File: src/rtl/core/bbt_ram.sv
`timescale 1ns / 1ps
`default_nettype none
module bbt_ram #(
  parameter int WIDTH = 24,
  parameter int DEPTH = 64
) (
  input  wire logic                     clk,
  input  wire logic                     we,
  input  wire logic [$clog2(DEPTH)-1:0] waddr,
  input  wire logic [WIDTH-1:0]         wdata,
  input  wire logic [$clog2(DEPTH)-1:0] raddr,
  output      logic [WIDTH-1:0]         rdata
);
  logic [WIDTH-1:0] mem [DEPTH];

  always_ff @(posedge clk) begin
    if (we) mem[waddr] <= wdata;
    rdata <= mem[raddr];
  end
endmodule
`default_nettype wire

File: config.mk
export PLATFORM = sky130hd
export DESIGN_NAME = bbt_ram
export DESIGN_NICKNAME = d
export VERILOG_FILES = /design/src/rtl/core/bbt_ram.sv
export SDC_FILE = /design/constraint.sdc
export NUM_CORES = 1
export LEC_CHECK = 0
export BUFFER_PORTS_ARGS = -buffer_cell sky130_fd_sc_hd__buf_2
export CAP_MARGIN = 10
export CORE_MARGIN = 1.5
export CORE_UTILIZATION = 40
export DETAILED_ROUTE_END_ITERATION = 16
export GPL_ROUTABILITY_DRIVEN = 0
export GPL_TIMING_DRIVEN = 0
export PLACE_DENSITY = 0.53
export RECOVER_POWER = 50
export SLEW_MARGIN = 10
export SYNTH_ARGS = -nofsm -noshare
export SYNTH_HDL_FRONTEND = slang
export SYNTH_SLANG_ARGS = --single-unit
File: constraint.sdc
create_clock -name clk -period 3.8 [get_ports clk]
set_input_delay 0 -clock clk [delete_from_list [all_inputs] [get_ports clk]]
set_output_delay 0 -clock clk [all_outputs]
set_load 0.01 [all_outputs]
==> results.md, run 1 <==
Final layout:
- The most common library cell in the layout ignoring fill and taps is sky130_fd_sc_hd__edfxtp_1.
- In the final design database the tool counted between 2000 and 3000 nets.
- The finished cells cover 0.0690 mm2.
- The synthesis-to-layout area growth is 16.4%.
- In the layout the commonest cells are sky130_fd_sc_hd__edfxtp_1, sky130_fd_sc_hd__mux4_2, sky130_fd_sc_hd__clkbuf_16, sky130_fd_sc_hd__clkbuf_1, sky130_fd_sc_hd__mux2i_1.
- The fraction of the core area covered by cells at the end of the flow is 0.468.
- The fill cell total of the finished layout is 12100.
- In the final layout, the share of cells above drive strength 1 is 0.282.

Yosys:
- The share of the synthesized area in the top cell type is 0.778.
- The post-synthesis net count is 2648.
- By area the synthesized netlist is led by sky130_fd_sc_hd__edfxtp_1, sky130_fd_sc_hd__mux4_2, sky130_fd_sc_hd__mux2i_1.
- Synthesis produced 2610 cells.
- The cell type with the highest aggregate area in the netlist is sky130_fd_sc_hd__edfxtp_1.
- The number of library cell types mapped by synthesis is 40.
- The count of state elements after synthesis is 1560.
- The number of warnings printed during yosys synthesis is 0.
- The cell area after technology mapping is roughly 0.06 mm2.
- The average size of a mapped cell is approximately 23 um2.
- The fraction of the yosys area taken by sequential cells is 0.786.

Setup path:
- The startpoint type of the worst setup path is a primary input.
- The first element of the critical path is wdata[10].
- The required time of the critical path is roughly 3800 ps.
- For this design, the slowest cell found on the critical path is sky130_fd_sc_hd__clkbuf_1.
- The classification of the worst setup path is in -> reg.
- The beginning of the worst register-to-register path is mem[39][13]$_DFFE_PP_.
- The number of cells on the critical path is 2.
- The worst register-to-register path has a setup slack of about 880 ps.
- The category of the worst setup path capture point is a flop.
- The critical path contains buffers and inverters numbering 2 combined.
- The stage delay of the slowest cell on the critical path is between 2000 and 3000 ps.
- The worst register-to-register path has a depth of 5.
- Walking the worst path, the cells encountered are dlygate4sd3_1 > clkbuf_1.
- The critical-path maximum fanout is 64.
- The endpoint identified for the worst register-to-register timing path is rdata[13]$_DFF_P_.
- In this run the worst setup path terminates at mem[33][10]$_DFFE_PP_.
- The kind of cell adding the most delay to the critical path is buffers and inverters.
- The data arrival time at the worst-slack endpoint is 3220 ps.

Clock network:
- TritonCTS built the clock tree.
- The root cell of the clock tree is sky130_fd_sc_hd__clkbuf_16.
- The post-CTS resize count is 0.
- CTS built an H-tree with a depth of 4.
- The latest clock arrival within the worst-skew pair is between 700 and 800 ps.
- The count of clock tree sinks is about 1600.
- Buffers inserted during clock tree synthesis total around 150.
- Counting along the longest clock path gives a buffer depth of 3.
- The clock-pin slew reported for the worst setup and hold paths after clock tree synthesis is approximately 60 ps.

Power:
- Across the VDD grid, the largest voltage drop is 419 uV.
- The power per cell area is around 520 mW/mm2.
- The analysis attributes to cell leakage a power of ~21 nW.

Timing:
- Setup violations remaining at the end of the flow were counted as 0.
- Static timing analysis puts the maximum clock frequency at about 310 MHz.
- In this run the tightest slew margin relative to its limit is -1.47.
- The worst path in the final design needs a cycle of about 3200 ps, including I/O delays and setup.
- The post-route worst hold slack is roughly 150 ps.
- Setup repair after global routing left no endpoint under its margin.
- At the pin with the least slew margin, the transition time is about 3700 ps.
- The count of pins over their slew limit is about 1500.
- Of the available clock period, the critical path in the final layout requires 0.840.
- The final number of hold-violating endpoints is 0.
- On the final layout, the worst clock skew is 17.5 ps.

Place:
- The port buffer count is 54.
- Summing all placed instances gives a cell area of around 0.064 mm2.
- The post-detailed-placement half-perimeter wirelength is ~110 mm.

Outcome:
- The checks that failed: capacitance limit, slew limit.
- The run finished, with violations left.

GRT:
- For this run, the total global-route usage over all layers was measured as 0.216.
- The via count of the first global-routing pass is approximately 30000.
- The global-route wire length before repair is 226 mm.
- The residual overflow from global routing is 0.
- The maximum number of pins on one net before global-route repair is between 60 and 70.
- The initial antenna violation count is 18.

Run:
- Max-cap violations in this run came to 26.

Floorplanning:
- The area of the placeable core is 0.147 mm2.
- The die covers 0.151 mm2.
- The count of boundary I/O pins is 62.
- The row count is 141.
- For this configuration, the core starts out at a cell density of 0.402.
- Measured along the y axis, the die boundary spans about 390 um.
- The floorplan step set the die width to between 300 and 400 um.

Min path:
- The tightest min-delay check is of the in -> reg type.

Route:
- The detailed-routing iteration count for the pre-antenna-repair pass is 6.
- The detailed-route via count is 28900.
- The average wire length per cell after detail routing is 32.6 um.
- The post-route DRC violation count is 0.
- The via density per instance is 5.80.
- The iteration-0 DRC count of the detailed router is 3295.
- The final antenna-violating net count is 0.
- The overall routed net length is around 160 mm.
## metrics by stage
stage / worst slack [ps] / instances / TNS, ps / total power, mW
final: 606 / 4977 / 0 / 36.0
after global routing: 357 / 4973 / 0 / 36.9
after global placement: -524 / 4594 / -24330 / 21.3
after floorplan: 1200 / 2610 / 0 / 20.4
after CTS: 722 / 4961 / 0 / 36.2
after detailed placement: -106 / 4664 / -207 / 21.4
## layout make-up
cell class,instances,area (um2),share of cell area
Clock inverter,78,692,0.0100
Timing Repair Buffer,153,1940,0.0282
Clock buffer,202,4220,0.0612
Buffer,142,769,0.0111
Tap cell,1930,2410,0.0350
Inverter,2,7.51,0.000109
Antenna cell,4,10.0,0.000145
Sequential cell,1560,46600,0.675
Multi-Input combinational cell,906,12400,0.179
## cells in the mapped netlist, drive strengths merged
cell type and instances:
mux2i 95, nand4 2, and2b 1, nand4b 1, buf 97, and2 4, o22ai 53, o221ai 1
nand3b 3, nand2b 6, o21ai 18, nor2 80, or3b 3, clkbuf 45, or2 3, inv 1
nor3 2, dfxtp 24, nand2 36, and3 16, nor2b 9, o211ai 2, a221o 4, or3 10
mux4 355, o21a 13, nand3 20, clkinv 1, mux2 53, a221oi 52, a22oi 29, a31oi 13
a21oi 22, edfxtp 1536
## state kept, by name (all words and copies together) (netlist names)
name,cells
mem,1536
rdata,24
## worst min-delay path by stage
stage	start	endpoint	slack, ps	depth (start not counted)
after floorplan	wdata[0]	mem[0][0]$_DFFE_PP_	100	0
after global placement	rdata[19]$_DFF_P_	rdata[19]	400	1
after detailed placement	rdata[11]$_DFF_P_	rdata[11]	390	1
after CTS	wdata[22]	mem[42][22]$_DFFE_PP_	5	1
after global routing	waddr[4]	mem[55][3]$_DFFE_PP_	130	3
final	waddr[5]	mem[55][3]$_DFFE_PP_	150	3
## report_power, final
part | internal (mW) | switching [mW]
clock | 8.58 | 6.32
combinational | 0.653 | 1.32
sequential | 19.1 | 0.0362
## cells by family (layout without fill, tap and decap cells)
family / Yosys count / count (layout) / share of synthesized area
buffers and inverters: 144 / 577 / 0.0131
AOI/OAI and AO/OA: 207 / 207 / 0.0244
and+or+nand+nor: 196 / 196 / 0.0156
muxes: 503 / 503 / 0.161
other: 0 / 4 / 0
DFF: 1560 / 1560 / 0.786
## metal layers
| metal | wire length, um | global-route usage | up-vias |
|---|---|---|---|
| met5 | 58 | 0 | - |
| met4 | 5670 | 0.0798 | 10 |
| met1 | 67100 | 0.298 | 15600 |
| met2 | 78500 | 0.349 | 1187 |
| li1 | - | - | 11800 |
| met3 | 10600 | 0.0346 | 246 |
## what timing repair did
action,CTS,global route
hold buffers,17,10
endpoints found under the hold margin,759,640
setup buffers,0,0
No activity file was read; power rests on OpenSTA's default activity.
==> run 2, diff against run 1 <==
- PLACE_DENSITY: 0.53 -> 0.55
- clock period: 3.8 -> 2.8 ns (I/O delays scaled with it)
==> results.md, run 2 (same netlist as run 1, synthesis figures left out) <==
Route:
- Summing over every cut layer, the via total after detailed routing is approximately 29000.
- The detailed route wirelength on metal2 is a little under 80 mm.
- The post-route DRC violation count is 0.
- For this block, wires on met1 add up to about 65 mm.
- The highest layer touched by signal routing is met5.
- The routed design uses ~13 mm of met3 wire.
- The detail route stage leaves a number of antenna-violating nets equal to 0.
- The detailed-routing iteration count for the pre-antenna-repair pass is 5.
- The overall routed net length is around 160 mm.
- Using the TritonRoute via totals, the vias-per-cell ratio works out to around 6.
- In the final routed layout, each cell accounts on average for between 30 and 40 um.
- The iteration-0 DRC count of the detailed router is roughly 3800.

Setup path:
- The worst register-to-register path has a depth of 5.
- STA puts the critical path data required time at between 3000 and 4000 ps.
- The number of cells on the critical path is 8.
- The data arrival time at the worst-slack endpoint is roughly 3400 ps.
- Together, buffers and inverters on the worst path number 5.
- The category of the worst setup path capture point is a flop.
- The kind of cell with the highest combined delay along the critical path is buffers and inverters.
- Among the stages of the critical path, the cell type that occurs most often is sky130_fd_sc_hd__buf_2.
- The classification of the worst setup path is in -> reg.
- The startpoint type of the worst setup path is a primary input.
- The stage delay of the slowest cell on the critical path is roughly 580 ps.
- The beginning of the worst register-to-register path is mem[55][5]$_DFFE_PP_.
- Along the worst path, the maximum fanout reaches 10.
- The cell type of the slowest stage on the worst timing path is sky130_fd_sc_hd__o22ai_1.
- The reg-to-reg endpoint is rdata[5]$_DFF_P_.
- Traced cell by cell, the critical path runs through buf_2 > clkbuf_4 > buf_4 > buf_2 > buf_2 > nand2_1 > o22ai_1 > o21ai_0.
- Setup slack on the worst reg-to-reg path comes out at around 100 ps.

Clock network:
- The clock tree from TritonCTS is yes.
- The depth of the CTS H-tree is 4.
- In this run the clock root is driven by a sky130_fd_sc_hd__clkbuf_16.
- Clock tree synthesis inserted a total of between 150 and 200 buffers.
- The longest clock path from root to sink contains 3 buffers.
- The clock-pin slew reported for the worst setup and hold paths after clock tree synthesis is ~60 ps.
- The clock net in this run drives a total of between 1500 and 2000 sinks.
- The latest clock arrival within the worst-skew pair is between 700 and 800 ps.

Timing:
- Setup repair after global routing left no endpoint under its margin.
- For this run, the top clock speed supported by timing is between 300 and 400 MHz.
- The actual slew at the worst max-slew pin is 3000 ps.
- The number of setup violations in the final report is 1.
- The worst clock skew on the final layout is about 32 ps.
- The clock period minus worst slack is between 2000 and 3000 ps.
- The final number of hold-violating endpoints is 0.
- Across all setup checks in the final design, the least slack found is -42.3 ps.
- The post-route clock period utilization is 1.02.
- The count of pins over their slew limit is 1185.
- The worst pin sits at a relative slew slack of -0.999.

Floorplanning:
- In this run the standard cell core region covers ~0.15 mm2.
- The die covers between 0.15 and 0.2 mm2.
- The vertical extent of the die is 388 um.
- The row count is 141.
- The effective utilization at floorplan is 0.402.
- 62 I/O pins were placed.
- The horizontal die dimension is 388 um.

GRT:
- The residual overflow from global routing is 0.
- The overall fraction of global-route tracks in use is 0.216.
- The via count of the first global-routing pass was 29400.
- The initial antenna violation count is 20.
- Entering global routing, the biggest net connects 65 pins.
- The global-route wire length before repair is around 230 mm.

Final layout:
- The synthesis-to-layout area growth is 16.6%.
- In the layout the commonest cells are sky130_fd_sc_hd__edfxtp_1, sky130_fd_sc_hd__mux4_2, sky130_fd_sc_hd__clkbuf_16, sky130_fd_sc_hd__clkbuf_1, sky130_fd_sc_hd__mux2i_1.
- At the end of the flow the core is filled with cells to 0.469.
- The flip-flop count of the largest register, all copies and words added is approximately 1500.
- The fill cell total of the finished layout is roughly 12000.
- The fraction of final layout cells sized beyond drive strength 1 is 0.291.
- The summed area of non-filler cells in the final layout is 0.0692 mm2.
- The count of nets after finishing is 2951.
- The library cell used most frequently in the layout, excluding fill and tap cells, is sky130_fd_sc_hd__edfxtp_1.
- The top register by number of flip-flops is mem.
- In the final layout, the registers with the most flip-flops are mem x1536, rdata x24.

Power:
- The reported leakage power is about 22 nW.
- Dividing total power by cell area gives a power density of between 700 and 800 mW/mm2.
- The worst vdd rail ir drop is between 500 and 600 uV.

Outcome:
- The checks that failed: capacitance limit, slew limit, setup timing.
- The run finished, with violations left.

Min path:
- The worst min-delay path category is in -> reg.
- The source of the worst hold timing path is waddr[2].
- The worst hold path was traced through 2 stages.
- The destination of the worst hold path is mem[48][21]$_DFFE_PP_.

Run:
- Max-cap violations in this run came to 19.

Place:
- The post-detailed-placement half-perimeter wirelength is 108 mm.
- The port buffer count is 54.
- At the placement stage, the worst setup path has a slack of -1020 ps.
- After detailed placement, the total cell area comes to between 0.06 and 0.07 mm2.
## run 2: changes by cell type in the layout (fill, tap and decap cells not counted), sizes merged
cell	delta
clkbuf	-12
inv	-1
dlygate4sd3	-2
bufinv	+2
clkinv	+11
buf	-6
## run 2: worst max-delay path by stage
stage,startpoint,endpoint,slack [ps]
after global routing,raddr[1],rdata[17]$_DFF_P_,10
after global placement,waddr[3],mem[48][23]$_DFFE_PP_,-1540
after detailed placement,raddr[2],rdata[8]$_DFF_P_,-1020
final,raddr[2],rdata[15]$_DFF_P_,-40
after CTS,raddr[2],rdata[15]$_DFF_P_,20
after floorplan,waddr[3],mem[48][0]$_DFFE_PP_,200
## run 2: through the flow
step | total power, mW | hold slack, ps | instances | TNS (ps)
global placement | 28.9 | 402 | 4594 | -1155530
CTS | 49.2 | 1.38 | 4955 | 0
finish | 48.8 | 112 | 4969 | -42.3
detailed placement | 29.1 | 235 | 4665 | -21410
floorplan | 27.7 | 98.9 | 2610 | 0
global route | 50.1 | 129 | 4965 | 0
## run 2: what timing repair did
item	in CTS	in global routing
gates cloned	0	0
hold buffers	15	10
gates resized for setup	12	1
endpoints found under the setup margin	15	7
buffers inserted	0	0
hold endpoints to repair	639	640
pin swaps	0	0
## run 2: cell type report
type	count	area, um2	share of cell area
Timing Repair Buffer	151	2010	0.0291
Buffer	140	769	0.0111
Antenna cell	4	10.0	0.000145
Tap cell	1930	2410	0.0349
Multi-Input combinational cell	906	12400	0.180
Clock buffer	186	4090	0.0591
Sequential cell	1560	46600	0.674
Clock inverter	90	813	0.0118
Inverter	2	7.51	0.000109
## run 2: power by group
part,internal (mW),switching (mW)
Sequential,25.9,0.0516
Clock,11.6,8.63
Combinational,0.887,1.78
## run 2: metal layers
| metal | up-vias | GRT usage |
|---|---|---|
| met3 | 249 | 0.0392 |
| met1 | 15800 | 0.296 |
| met4 | 4 | 0.0773 |
| li1 | 11800 | - |
| met5 | - | 0 |
| met2 | 1287 | 0.348 |
